### src/assert_macros.svh
// Assertion macros used by the top-level RTL file of the coast and perimeter block
`ifndef ASSERT_MACROS_SVH
`define ASSERT_MACROS_SVH

// Same-cycle implication, checked out of reset
`define ASSERT_IMPLIES(label, clk, rst_n, ante, cons) \
  label: assert property (@(posedge clk) disable iff (!(rst_n)) (ante) |-> (cons)) \
    else $error("assertion failed: same-cycle implication");

// Next-cycle implication, checked out of reset
`define ASSERT_NEXT(label, clk, rst_n, ante, cons) \
  label: assert property (@(posedge clk) disable iff (!(rst_n)) (ante) |=> (cons)) \
    else $error("assertion failed: next-cycle implication");

`endif

### src/bgcp_pkg.sv
// Types, constants and helper functions of the coast and perimeter block
`default_nettype none

package bgcp_pkg;

  // Configuration port
  localparam int CFG_IDX_W  = 1;
  localparam int CFG_DATA_W = 7;
  localparam logic [CFG_IDX_W-1:0] REG_GRID_ROWS = 1'b0;
  localparam logic [CFG_IDX_W-1:0] REG_GRID_COLS = 1'b1;

  // Stream widths
  localparam int IN_TDATA_W  = 8;
  localparam int OUT_TDATA_W = 56;
  localparam int OUT_TUSER_W = 1;

  // Result field widths
  localparam int POS_W  = 6;
  localparam int LAND_W = 13;
  localparam int EDGE_W = 14;
  localparam int AREA_W = 13;

  // Result queue
  localparam int QDEPTH = 4;
  localparam int QAW    = 2;
  localparam int QCW    = 3;

  // One result item as held in the queue
  typedef struct packed {
    logic [AREA_W-1:0] total_area;
    logic [EDGE_W-1:0] perim_total;
    logic [LAND_W-1:0] land_total;
    logic              map_done;
    logic              run_last;
    logic              is_coast;
    logic [POS_W-1:0]  cell_col;
    logic [POS_W-1:0]  cell_row;
  } res_t;

  // Number of sides of a land cell that face water or the outside
  function automatic logic [2:0] wet_sides(input logic self, input logic up,
                                           input logic down, input logic left,
                                           input logic right);
    logic [2:0] n;
    n = {2'b00, ~up} + {2'b00, ~down} + {2'b00, ~left} + {2'b00, ~right};
    return self ? n : 3'd0;
  endfunction

  // Saturating add of a small increment to the perimeter count
  function automatic logic [EDGE_W-1:0] edge_add(input logic [EDGE_W-1:0] base,
                                                 input logic [3:0] inc);
    logic [EDGE_W:0] s;
    s = {1'b0, base} + (EDGE_W+1)'(inc);
    return s[EDGE_W] ? {EDGE_W{1'b1}} : s[EDGE_W-1:0];
  endfunction

endpackage

`default_nettype wire

### src/binary_grid_coast_and_perimeter.sv
// Top level: raster-order coast finder with land and wet-perimeter counters
`default_nettype none
`include "assert_macros.svh"

// Cells enter one per item in raster order; each cell's coast flag leaves with
// its coordinates once its four neighbours are known, together with the running
// land count, the saturating wet perimeter and the grid area. An item is taken
// every cycle while it causes at most one result and the output does not stall:
// rows after the first and above the last give one result each (the cell above).
// In the last row each item after the first also reports the cell to its left and
// the final cell reports itself as well, so an item there gives up to two results
// and the final cell up to three; the single output port, draining a four-entry
// result queue, then sets the pace. The previous rows live in a MAX_COLS x 2 line
// memory (one bit per row parity) with two registered read ports; read data is
// fetched ahead from the next position and a same-entry write is forwarded. The
// line memory needs no clearing pass: only entries written earlier in the same
// grid are used. Writing either configuration register restarts the grid at (0,0).
module binary_grid_coast_and_perimeter #(
  parameter int MAX_COLS = 64,
  parameter int MAX_ROWS = 64
) (
  input  wire logic                            clk_i,
  input  wire logic                            rst_ni,
  // configuration write port
  input  wire logic                            cfg_we_i,
  input  wire logic [bgcp_pkg::CFG_IDX_W-1:0]  cfg_idx_i,
  input  wire logic [bgcp_pkg::CFG_DATA_W-1:0] cfg_data_i,
  // input cells
  input  wire logic                            s_axis_tvalid,
  output      logic                            s_axis_tready,
  // [0] is_land, [7:1] zero
  input  wire logic [bgcp_pkg::IN_TDATA_W-1:0] s_axis_tdata,
  // results
  output      logic                            m_axis_tvalid,
  input  wire logic                            m_axis_tready,
  // [5:0] cell_row, [11:6] cell_col, [12] is_coast, [25:13] land_total,
  // [39:26] perim_total, [52:40] total_area, [55:53] zero
  output      logic [bgcp_pkg::OUT_TDATA_W-1:0] m_axis_tdata,
  // run_last
  output      logic                            m_axis_tlast,
  // [0] map_done
  output      logic [bgcp_pkg::OUT_TUSER_W-1:0] m_axis_tuser
);
  import bgcp_pkg::*;

  localparam int CW  = $clog2(MAX_COLS);
  localparam int RW  = $clog2(MAX_ROWS);
  localparam int CCW = (CW > CFG_DATA_W) ? CW : CFG_DATA_W;
  localparam int RCW = (RW > CFG_DATA_W) ? RW : CFG_DATA_W;

  // Configuration registers and effective dimensions
  logic [CFG_DATA_W-1:0] grid_rows_q, grid_cols_q;
  logic [CFG_DATA_W-1:0] rows_eff, cols_eff, rows_m1, cols_m1;
  logic [2*CFG_DATA_W-1:0] area_full;

  always_comb begin
    rows_eff = grid_rows_q;
    if (grid_rows_q == '0) begin
      rows_eff = CFG_DATA_W'(1);
    end else if (32'(grid_rows_q) > MAX_ROWS) begin
      rows_eff = CFG_DATA_W'(MAX_ROWS);
    end
    cols_eff = grid_cols_q;
    if (grid_cols_q == '0) begin
      cols_eff = CFG_DATA_W'(1);
    end else if (32'(grid_cols_q) > MAX_COLS) begin
      cols_eff = CFG_DATA_W'(MAX_COLS);
    end
    rows_m1   = rows_eff - CFG_DATA_W'(1);
    cols_m1   = cols_eff - CFG_DATA_W'(1);
    area_full = (2*CFG_DATA_W)'(rows_eff) * (2*CFG_DATA_W)'(cols_eff);
  end

  always_ff @(posedge clk_i or negedge rst_ni) begin
    if (!rst_ni) begin
      grid_rows_q <= CFG_DATA_W'(64);
      grid_cols_q <= CFG_DATA_W'(64);
    end else if (cfg_we_i) begin
      unique case (cfg_idx_i)
        REG_GRID_ROWS: grid_rows_q <= cfg_data_i;
        REG_GRID_COLS: grid_cols_q <= cfg_data_i;
        default: ;
      endcase
    end
  end

  // Position and counters
  logic [RW-1:0]     row_q, row_d, row_nx;
  logic [CW-1:0]     col_q, col_d, col_nx;
  logic [LAND_W-1:0] land_q, land_base, land_new;
  logic [EDGE_W-1:0] edge_q, edge_base;
  logic              acc, land_in, first, last_row, last_col;
  logic              r_ge1, r_ge2, c_ge1, c_ge2;

  assign acc      = s_axis_tvalid && s_axis_tready;
  assign land_in  = s_axis_tdata[0];
  assign first    = (row_q == '0) && (col_q == '0);
  assign last_row = RCW'(row_q) == RCW'(rows_m1);
  assign last_col = CCW'(col_q) == CCW'(cols_m1);
  assign r_ge1    = row_q != '0;
  assign r_ge2    = r_ge1 && (row_q != RW'(1));
  assign c_ge1    = col_q != '0;
  assign c_ge2    = c_ge1 && (col_q != CW'(1));

  // Raster advance, restart on any configuration write
  always_comb begin
    col_nx = last_col ? '0 : col_q + CW'(1);
    row_nx = row_q;
    if (last_col) begin
      row_nx = last_row ? '0 : row_q + RW'(1);
    end
    col_d = col_q;
    row_d = row_q;
    if (cfg_we_i) begin
      col_d = '0;
      row_d = '0;
    end else if (acc) begin
      col_d = col_nx;
      row_d = row_nx;
    end
  end

  always_ff @(posedge clk_i or negedge rst_ni) begin
    if (!rst_ni) begin
      row_q <= '0;
      col_q <= '0;
    end else begin
      row_q <= row_d;
      col_q <= col_d;
    end
  end

  // Line memory: bit [parity] holds the cell of the last row of that parity
  logic [1:0]    line_mem_q [MAX_COLS];
  logic [1:0]    rd_a_q, rd_b_q, wdat_q, a_word, b_word, wdata;
  logic [CW-1:0] rd_addr_a, rd_addr_b;
  logic          fwd_a_q, fwd_b_q;

  assign rd_addr_a = col_d;
  assign rd_addr_b = col_d + CW'(1);

  always_ff @(posedge clk_i) begin
    if (acc) begin
      line_mem_q[col_q] <= wdata;
    end
    rd_a_q <= line_mem_q[rd_addr_a];
    rd_b_q <= line_mem_q[rd_addr_b];
    if (acc) begin
      wdat_q <= wdata;
    end
  end

  // Forward a write that hit the entry read in the same cycle
  always_ff @(posedge clk_i or negedge rst_ni) begin
    if (!rst_ni) begin
      fwd_a_q <= 1'b0;
      fwd_b_q <= 1'b0;
    end else begin
      fwd_a_q <= acc && (col_q == rd_addr_a);
      fwd_b_q <= acc && (col_q == rd_addr_b);
    end
  end

  assign a_word = fwd_a_q ? wdat_q : rd_a_q;
  assign b_word = fwd_b_q ? wdat_q : rd_b_q;

  // Neighbour bits seen from the current position
  logic up_prev, up_two, up_right;
  logic prev_up_q, prev_land_q, prev2_land_q;

  assign up_prev  = row_q[0] ? a_word[0] : a_word[1];
  assign up_two   = row_q[0] ? a_word[1] : a_word[0];
  assign up_right = row_q[0] ? b_word[0] : b_word[1];
  assign wdata    = row_q[0] ? {land_in, a_word[0]} : {a_word[1], land_in};

  always_ff @(posedge clk_i) begin
    if (acc) begin
      prev_up_q    <= up_prev;
      prev_land_q  <= land_in;
      prev2_land_q <= prev_land_q;
    end
  end

  // Three possible results: cell above, cell to the left, current cell
  logic       v1, v2, v3;
  logic [2:0] w1, w2, w3;
  logic [3:0] s1, s2, s3;

  assign v1 = r_ge1;
  assign v2 = last_row && c_ge1;
  assign v3 = last_row && last_col;

  assign w1 = v1 ? wet_sides(up_prev, r_ge2 && up_two, land_in,
                             c_ge1 && prev_up_q, !last_col && up_right) : 3'd0;
  assign w2 = v2 ? wet_sides(prev_land_q, r_ge1 && prev_up_q, 1'b0,
                             c_ge2 && prev2_land_q, land_in) : 3'd0;
  assign w3 = v3 ? wet_sides(land_in, r_ge1 && up_prev, 1'b0,
                             c_ge1 && prev_land_q, 1'b0) : 3'd0;

  assign s1 = {1'b0, w1};
  assign s2 = s1 + {1'b0, w2};
  assign s3 = s2 + {1'b0, w3};

  assign land_base = first ? '0 : land_q;
  assign edge_base = first ? '0 : edge_q;
  assign land_new  = (land_in && !(&land_base)) ? land_base + LAND_W'(1) : land_base;

  always_ff @(posedge clk_i or negedge rst_ni) begin
    if (!rst_ni) begin
      land_q <= '0;
      edge_q <= '0;
    end else if (acc) begin
      land_q <= land_new;
      edge_q <= edge_add(edge_base, s3);
    end
  end

  res_t res1, res2, res3;

  always_comb begin
    res1.cell_row      = POS_W'(row_q - RW'(1));
    res1.cell_col      = POS_W'(col_q);
    res1.is_coast      = w1 != 3'd0;
    res1.run_last      = !v2 && !v3;
    res1.map_done      = 1'b0;
    res1.land_total    = land_new;
    res1.perim_total   = edge_add(edge_base, s1);
    res1.total_area    = area_full[AREA_W-1:0];

    res2.cell_row      = POS_W'(row_q);
    res2.cell_col      = POS_W'(col_q - CW'(1));
    res2.is_coast      = w2 != 3'd0;
    res2.run_last      = !v3;
    res2.map_done      = 1'b0;
    res2.land_total    = land_new;
    res2.perim_total   = edge_add(edge_base, s2);
    res2.total_area    = area_full[AREA_W-1:0];

    res3.cell_row      = POS_W'(row_q);
    res3.cell_col      = POS_W'(col_q);
    res3.is_coast      = w3 != 3'd0;
    res3.run_last      = 1'b1;
    res3.map_done      = 1'b1;
    res3.land_total    = land_new;
    res3.perim_total   = edge_add(edge_base, s3);
    res3.total_area    = area_full[AREA_W-1:0];
  end

  // Result queue: up to three pushes per item, one pop per cycle
  res_t           queue_q [QDEPTH];
  logic [QAW-1:0] head_q, tail_q, off2, off3;
  logic [QCW-1:0] count_q;
  logic [1:0]     n_push;
  logic           pop;

  assign off2   = QAW'(v1);
  assign off3   = QAW'(v1) + QAW'(v2);
  assign n_push = 2'(v1) + 2'(v2) + 2'(v3);
  assign pop    = m_axis_tvalid && m_axis_tready;

  always_ff @(posedge clk_i) begin
    if (acc) begin
      if (v1) begin
        queue_q[tail_q] <= res1;
      end
      if (v2) begin
        queue_q[tail_q + off2] <= res2;
      end
      if (v3) begin
        queue_q[tail_q + off3] <= res3;
      end
    end
  end

  always_ff @(posedge clk_i or negedge rst_ni) begin
    if (!rst_ni) begin
      head_q  <= '0;
      tail_q  <= '0;
      count_q <= '0;
    end else begin
      if (pop) begin
        head_q <= head_q + QAW'(1);
      end
      if (acc) begin
        tail_q <= tail_q + QAW'(n_push);
      end
      count_q <= count_q + (acc ? QCW'(n_push) : '0) - QCW'(pop);
    end
  end

  // Room for a full burst of three results
  assign s_axis_tready = count_q < QCW'(QDEPTH - 2);

  // Output side
  res_t head_res;
  assign head_res      = queue_q[head_q];
  assign m_axis_tvalid = count_q != '0;
  assign m_axis_tlast  = head_res.run_last;
  assign m_axis_tuser  = head_res.map_done;
  assign m_axis_tdata  = {3'b000, head_res.total_area, head_res.perim_total,
                          head_res.land_total, head_res.is_coast,
                          head_res.cell_col, head_res.cell_row};

  // Checks
  `ASSERT_IMPLIES(a_queue_bound, clk_i, rst_ni, 1'b1, count_q <= QCW'(QDEPTH))
  `ASSERT_IMPLIES(a_done_ends_run, clk_i, rst_ni, m_axis_tvalid && m_axis_tuser[0], m_axis_tlast)
  `ASSERT_NEXT(a_wrap_after_grid, clk_i, rst_ni, acc && last_row && last_col, first)
  `ASSERT_IMPLIES(a_col_in_grid, clk_i, rst_ni, 1'b1, CCW'(col_q) <= CCW'(cols_m1))

endmodule

`default_nettype wire

### config.mk
export PLATFORM = sky130hd
export DESIGN_NAME = binary_grid_coast_and_perimeter
export DESIGN_NICKNAME = d
export VERILOG_FILES = /design/src/bgcp_pkg.sv /design/src/binary_grid_coast_and_perimeter.sv
export VERILOG_INCLUDE_DIRS = /design/src /design/src/src
export SDC_FILE = /design/constraint.sdc
export NUM_CORES = 1
export LEC_CHECK = 0
export BUFFER_PORTS_ARGS = -buffer_cell sky130_fd_sc_hd__buf_2
export CAP_MARGIN = 30
export CORE_MARGIN = 2
export CORE_UTILIZATION = 39
export CTS_BUF_LIST = sky130_fd_sc_hd__clkbuf_8
export DETAILED_ROUTE_END_ITERATION = 8
export SLEW_MARGIN = 20
export SYNTH_ARGS = -nofsm -noshare
export SYNTH_HDL_FRONTEND = slang
export SYNTH_SLANG_ARGS = --single-unit
### constraint.sdc
create_clock -name clk_i -period 13.4 [get_ports clk_i]
set_input_delay 0.67 -clock clk_i [delete_from_list [all_inputs] [get_ports clk_i]]
set_output_delay 0.67 -clock clk_i [all_outputs]
set_load 0.1 [all_outputs]
==> results of run 1 <==
==> state kept, by name, summed over array words and instances (netlist names) <==
| signal | count |
|---|---|
| wdat_q | 2 |
| edge_q | 14 |
| tail_q | 2 |
| rd_a_q | 2 |
| head_q | 2 |
| line_mem_q | 128 |
| count_q | 3 |
| prev_land_q | 1 |
| grid_rows_q | 7 |
| rd_b_q | 2 |
| fwd_a_q | 1 |
| prev_up_q | 1 |
| fwd_b_q | 1 |
| grid_cols_q | 7 |
| land_q | 13 |
| queue_q | 220 |
| prev2_land_q | 1 |
| row_q | 6 |
| col_q | 6 |
==> layout make-up <==
class / instances / area [um^2]
Sequential cell: 419 / 12160
Tap cell: 782 / 978.4
Multi-Input combinational cell: 1551 / 11030
Fill cell: 5699 / 33980
Timing Repair Buffer: 105 / 644.4
Clock inverter: 52 / 344.1
Clock buffer: 82 / 1129
Inverter: 85 / 319.1
==> worst max path at each step <==
stage                                          start                       end  slack, ns  cells after the start
after floorplan           grid_cols_q[2]$_DFFE_PN0P_  queue_q[0][35]$_DFFE_PP_       6.28                     31
after global placement    grid_cols_q[3]$_DFFE_PN0P_  queue_q[0][35]$_DFFE_PP_       5.05                     30
after detailed placement  grid_cols_q[3]$_DFFE_PN0P_  queue_q[0][30]$_DFFE_PP_       4.91                     30
after CTS                 grid_cols_q[3]$_DFFE_PN0P_  queue_q[0][35]$_DFFE_PP_       4.89                     30
after global routing      grid_cols_q[3]$_DFFE_PN0P_  queue_q[2][29]$_DFFE_PP_       4.17                     30
final                     grid_cols_q[3]$_DFFE_PN0P_  queue_q[0][35]$_DFFE_PP_       4.80                     30
==> power by group through the flow <==
stage               combinational, uW  clock [uW]  sequential (uW)
finish                           1700        1180             1560
global route                     1800        1270             1570
CTS                              1710        1210             1560
detailed placement               1710           0             1590
global placement                 1690           0             1580
floorplan                        1410           0             1540
==> cells by family (layout without fill, tap and decap cells) <==
| group | count (synthesis) | in the layout |
|---|---|---|
| AOI/OAI and AO/OA | 390 | 390 |
| xor gates and xnor gates | 119 | 119 |
| adders and majority gates | 101 | 101 |
| buffers and inverters | 225 | 324 |
| DFF | 419 | 419 |
| muxes | 160 | 160 |
| other | 1 | 3 |
| and+or+nand+nor | 778 | 778 |
==> layout by cell type (no fill, tap or decap), types with 64 or more instances in the layout <==
cell type / Yosys / routed
mux2i_1: 80 / 80
ha_1: 70 / 70
inv_1: 81 / 113
nor2_1: 231 / 231
edfxtp_1: 345 / 345
xnor2_1: 84 / 84
nand2_1: 288 / 285
buf_2: 9 / 70
a21oi_1: 65 / 64
clkbuf_8: 0 / 82
nand3_1: 74 / 73
o21ai_0: 143 / 142
==> metal layers <==
| layer | track usage | up-vias | wire (um) |
|---|---|---|---|
| met5 | 0 | - | 13 |
| met4 | 0.06915 | 2 | 1841 |
| met3 | 0.03718 | 135 | 4048 |
| met2 | 0.3451 | 647 | 31700 |
| met1 | 0.2560 | 8686 | 26820 |
| li1 | - | 8070 | - |
==> through the flow <==
| step | setup WS, ns | utilization | instance area (um^2) | hold slack [ns] | instances |
|---|---|---|---|---|---|
| finish | 4.798 | 0.4391 | 26600 | 0.03992 | 3076 |
| global route | 4.175 | 0.4391 | 26600 | 0.01977 | 3076 |
| CTS | 4.888 | 0.4386 | 26570 | 0.1790 | 3074 |
| detailed placement | 4.906 | 0.4143 | 25100 | 0.4392 | 2940 |
| global placement | 5.048 | 0.4137 | 25060 | 0.4326 | 2937 |
| floorplan | 6.280 | - | 24020 | 0.3744 | 2195 |
==> results by group, run 1 <==
Run status
  – Status: finished clean

Clock network
  – CTS clk-pin slew, worst paths: 0.06 ns
  – Num Clock Sinks: 419
  – CTS root buffer: clkbuf_8
  – Number of hold buffers added after cts: 0
  – Worst skew pair latency: 0.69 ns
  – H-tree Lvls: 3
  – Post-cts resize count: 0
  – CTS buffer count: 74
  – TritonCTS clock tree: done
  – Clock tree buffer depth: 3
  – Total setup buffers inserted after CTS: 0

Global route
  – GR Util All Layers: 0.2014
  – Congestion Overflow GR: 0
  – Largest net degree at the start of global routing: slightly below 70
  – Wire length of the first global-routing pass: 99,410 um
  – Initial antenna violation count: 1
  – Number of global-route vias before repair: 17.65k

Worst setup path
  – Reg-to-Reg End: queue_q[0][35]$_DFFE_PP_
  – R2r worst-path depth: 30
  – Reg-to-reg slack, setup: 4.80 ns
  – Crit path buf inv count: 4
  – Delay-heaviest family, CP: adder cells
  – CP endpoint kind: flop
  – Max stage delay on crit path: 0.61 ns
  – Critical Path RT: approximately 14 ns
  – Critical path's most frequent cell: nor2_1
  – CP startpoint kind: flop
  – Reg2reg start: grid_cols_q[3]$_DFFE_PN0P_
  – Critical path class: flop to flop
  – Worst Path Max Fanout: 11
  – CP max stage cell: fa_1
  – Critical Path AT: approximately 9 ns

Power
  – Pint: around 2600 uW
  – Sw Ratio: 0.4254
  – Clock Power Share: 0.267
  – Gate power share: 0.383
  – Pwr Total: 4442 uW
  – VDD IR max: 0.0001480 V
  – Cell area power density: roughly 170 nW/um^2
  – Sw Pwr: about 1900 uW
  – Lkg Pwr: slightly above 0.01 uW
  – Sequential share of power: 0.351

Yosys
  – Leading area contributor after synthesis: edfxtp_1
  – Compound-Gate Fraction of Synth Area: 0.1051
  – Post-synth top area share: 0.4315
  – Library cells used by synthesis: 85
  – Main synth FF type: edfxtp_1
  – Commonest cells post-synth: edfxtp_1 (345), nand2_1 (288), nor2_1 (231), o21ai_0 (143), clkbuf_1 (108)
  – Main combinational cell family by area after synthesis: simple AND/OR/NAND/NOR gates
  – Yosys warnings: 0
  – EDFF count, synth: 345
  – Simple-Gate Fraction of Synth Area: 0.1472
  – Post-Synth Adder-Cell Area: 0.06233
  – Largest cells by area after synthesis: edfxtp_1 (43%), dfrtp_1 (6.3%), mux4_2 (5.5%), nand2_1 (4.5%), ha_1 (3.6%)
  – Synth Cell Area: 24,010 um^2
  – Syn avg cell area: 10.95 um^2
  – Async SR Flop Fraction: 0.1480
  – Register area share after synthesis: 0.5063
  – Yosys reg bits: 419
  – Proportion of synthesized area in mux cells: 0.09855
  – Mapped Cells: 2,193
  – Xor/xnor share of the synthesized area: 0.04373
  – Most frequent cell after synthesis: edfxtp_1

STA
  – Endpoints failing hold: 0
  – Max Freq: 116.3 MHz
  – Max-slew headroom: 0.3594
  – Unrepaired setup endpoints after global routing: false
  – Min Tclk post-route: ~8.6 ns
  – Period utilization: 0.6419
  – Fin. max-slew vios: 0
  – Sum of negative setup slack: 0 ns
  – Worst Tran Pin Value: 0.9578 ns
  – Finish-stage setup viols: 0
  – Post-Route Skew: 0.04005 ns

Drt
  – DR DRC count: 0
  – Vias per cell: around 5.7
  – Drt initial violations: 1,567
  – TritonRoute pass-1 iters: 5
  – Post-DRT Antenna Nets: 0
  – DRT Wirelength: 64,430 um
  – Routed WL per cell: 20.95 um
  – Vias: 17.54k

Floorplan
  – Initial Utilization: 0.3963
  – Die Y: around 250 um
  – Die X: around 250 um
  – Row cnt: 90
  – Core area: 60,580 um^2
  – Die ar.: 63,560 um^2
  – I/O pins: 81

Final layout
  – Final nets: 2,358
  – Ratio of cells with drive above 1 in the final layout: 0.1417
  – Area Overhead vs Synth: 10.81%
  – Antenna Cells: 0

Placement
  – GP Congestion: roughly 0.9
  – Detailed placement HPWL: 41,920 um
  – Number of port buffers: 70

Run
  – Max-cap violations: 0

Worst hold path
  – Worst Hold Class: input port to async pin
Note: power is estimated with default switching activity, not from simulation.
==> inputs of run 2 (changes only) <==
==> constraint.sdc (replaced) <==
create_clock -name clk_i -period 8.98 [get_ports clk_i]
set_input_delay 0.449 -clock clk_i [delete_from_list [all_inputs] [get_ports clk_i]]
set_output_delay 0.449 -clock clk_i [all_outputs]
set_load 0.1 [all_outputs]
==> results by group, run 2 (same netlist as run 1, synthesis figures left out) <==
Run status
  – Status: finished with violations
  – Violated checks: design-rule violations

Drt
  – DR DRC count: 1 (+1)
  – Vias: 17.61k (+0.40%)
  – TritonRoute pass-1 iters: 7 (+2)
  – Routed WL per cell: 20.71 um (-1.1%)
  – DRT Wirelength: 63,860 um (-0.87%)
  – Post-DRT Antenna Nets: 0 (unchanged)
  – Drt initial violations: 1,399 (-11%)
  – Vias per cell: 5.710 (+0.14%)

Floorplan
  – Die Y: 252.1 um (unchanged)
  – Die X: 252.1 um (unchanged)
  – I/O pins: 81 (unchanged)
  – Die ar.: 63,560 um^2 (unchanged)
  – Core area: 60,580 um^2 (unchanged)
  – Row cnt: 90 (unchanged)
  – Initial Utilization: 0.3963 (unchanged)

Worst hold path
  – Worst Hold Class: input port to flop

Clock network
  – CTS buffer count: 73 (-1.4%)
  – Total setup buffers inserted after CTS: 0 (unchanged)
  – Clock tree buffer depth: 3 (unchanged)
  – Worst skew pair latency: 0.67 ns (-0.02 ns)
  – H-tree Lvls: 3 (unchanged)
  – CTS root buffer: clkbuf_8
  – CTS clk-pin slew, worst paths: 0.06 ns (about the same)
  – TritonCTS clock tree: done
  – Num Clock Sinks: 419 (unchanged)

STA
  – Sum of negative setup slack: 0 ns (unchanged)
  – Worst Tran Pin Value: 0.9993 ns (+0.04148 ns)
  – Unrepaired setup endpoints after global routing: false
  – Max Freq: 121.1 MHz (+4.2%)
  – Final setup margin: 0.7256 ns (-4.072 ns)
  – Period utilization: 0.9192 (+0.2773)
  – Finish-stage setup viols: 0 (unchanged)
  – Min Tclk post-route: 8.254 ns (-0.3475 ns)
  – Endpoints failing hold: 0 (unchanged)
  – Fin. max-slew vios: 0 (unchanged)
  – Max-slew headroom: 0.3277 (-0.03172)
  – Post-Route Skew: 0.03768 ns (-0.002371 ns)

Worst setup path
  – Critical Path AT: 8.62 ns (-0.37 ns)
  – Max stage delay on crit path: 0.55 ns (-0.06 ns)
  – Delay-heaviest family, CP: adder cells
  – CP max stage cell: or4_4
  – Crit path buf inv count: 4 (unchanged)
  – CP endpoint kind: flop
  – CP startpoint kind: flop
  – Critical path class: flop to flop
  – Worst Path Max Fanout: 11 (unchanged)
  – Critical Path RT: 9.35 ns (-4.44 ns)

Placement
  – Placed cells: 2,944 (+0.14%)
  – DP Worst Slack: 0.7731 ns (-4.133 ns)
  – Area post-placement: 25,150 um^2 (+0.22%)
  – Detailed placement HPWL: 42,810 um (+2.1%)
  – GP Congestion: 0.9081 (-1.9%)
  – Number of port buffers: 70 (unchanged)

Final layout
  – Antenna Cells: 0 (unchanged)
  – Area Overhead vs Synth: 11.51%
  – Final non-filler cell area: 26,770 um^2 (+0.63%)
  – Max reg flops: 220 (unchanged)
  – Commonest non-fill, non-tap cell in the layout: edfxtp_1
  – Most flop-heavy register: queue_q
  – Final cell count without fillers: 3,084 (+0.26%)
  – Commonest cells after routing, fill and taps aside: edfxtp_1 (345), nand2_1 (285), nor2_1 (231)
  – Largest registers: queue_q (220), line_mem_q (128), edge_q (14)
  – Final nets: 2,366 (+0.34%)
  – Ratio of cells with drive above 1 in the final layout: 0.1438 (+0.002114)
  – Fill cells: 5,660 (-0.68%)

Power
  – Sw Pwr: 2791 uW (+48%)
  – Pwr Total: 6646 uW (+50%)
  – Sequential share of power: 0.352 (about the same)
  – Gate power share: 0.378 (-0.005)
  – Pint: 3855 uW (+51%)
  – VDD IR max: 0.0002017 V (+36%)
  – Cell area power density: 248.3 nW/um^2 (+49%)
  – Sw Ratio: 0.4200 (-0.005425)
  – Lkg Pwr: 0.01016 uW (+0.47%)
  – Clock Power Share: 0.270 (+0.003)

Global route
  – Met1 usage: 0.2528 (-0.003231)
  – Congestion Overflow GR: 0 (unchanged)
  – GR Util All Layers: 0.2011 (-0.0002967)
  – Initial antenna violation count: 1 (unchanged)
  – Wire length of the first global-routing pass: 99,950 um (+0.54%)
  – Global-route track usage on met2: 0.3450 (about the same)
  – Number of global-route vias before repair: 17.87k (+1.2%)
  – M3 GR Usage: 0.03872 (+0.001545)
  – Largest net degree at the start of global routing: 68 (unchanged)
  – Busiest layer in global routing: met2

Run
  – Max-cap violations: 0 (unchanged)
## run 2: cell types whose count changed in the layout (fill, tap and decap cells not counted), sizes merged
cell / delta
buf: +7
clkinv: +3
bufinv: +2
inv: -7
clkinvlp: +1
dlygate4sd3: +2
## run 2: through the flow
stage / util / hold WS [ns]
after floorplan: - / 0.1534
after global placement: 0.4141 / 0.4313
after detailed placement: 0.4152 / 0.4435
after CTS: 0.4403 / 0.02106
after global routing: 0.4419 / 0.03433
final: 0.4419 / 0.05442
## run 2: layer usage
metal / vias to the layer above / part of all wire
met5: - / 0.00020
met4: 2 / 0.032
met3: 144 / 0.064
met2: 633 / 0.49
met1: 8731 / 0.41
li1: 8100 / -
## run 2: repair_timing
| item | CTS | global route |
|---|---|---|
| resized for setup | 0 | 0 |
| endpoints found under the hold margin | 18 | 0 |
| endpoints found under the setup margin | 0 | 0 |
| hold buffers | 2 | 0 |
## run 2: path summary, 6_finish.rpt
| path | from | end | slack (ns) | cells after the start |
|---|---|---|---|---|
| max in group asynchronous | rst_ni | grid_cols_q[6]$_DFFE_PN1P_ | 8.02 | 4 |
| setup / recovery | grid_cols_q[3]$_DFFE_PN0P_ | queue_q[0][35]$_DFFE_PP_ | 0.73 | 31 |
| min in group asynchronous | rst_ni | land_q[7]$_DFFE_PN0P_ | 0.33 | 3 |
| setup reg to reg | grid_cols_q[3]$_DFFE_PN0P_ | queue_q[0][35]$_DFFE_PP_ | 0.73 | 31 |
| hold / removal | cfg_data_i[0] | grid_rows_q[0]$_DFFE_PN0P_ | 0.05 | 3 |
| hold reg to reg | queue_q[2][14]$_SDFFE_PP1P_ | queue_q[2][14]$_SDFFE_PP1P_ | 0.45 | 2 |
## run 2: power groups by stage
stage               Sequential (uW)  Clock (uW)  Combinational [uW]
floorplan                      2300           0                2110
global placement               2380           0                2510
detailed placement             2380           0                2520
CTS                            2340        1840                2530
global route                   2350        1920                2670
finish                         2340        1800                2510
## run 2: worst min-delay path: stages
cell and delay [ns]:
buf_2 0.12, nand2_1 0.06, o21ai_0 0.06
## run 2: area by class of cell
type,count,area (um^2),share of cell area
clock buffer,82,1129,0.04216
clock inverter,51,375.4,0.01402
inverter,85,319.1,0.01192
multi-input combinational,1551,11030,0.4120
sequential,419,12160,0.4542
tap,782,978.4,0.03655
timing repair buffer,114,779.5,0.02912
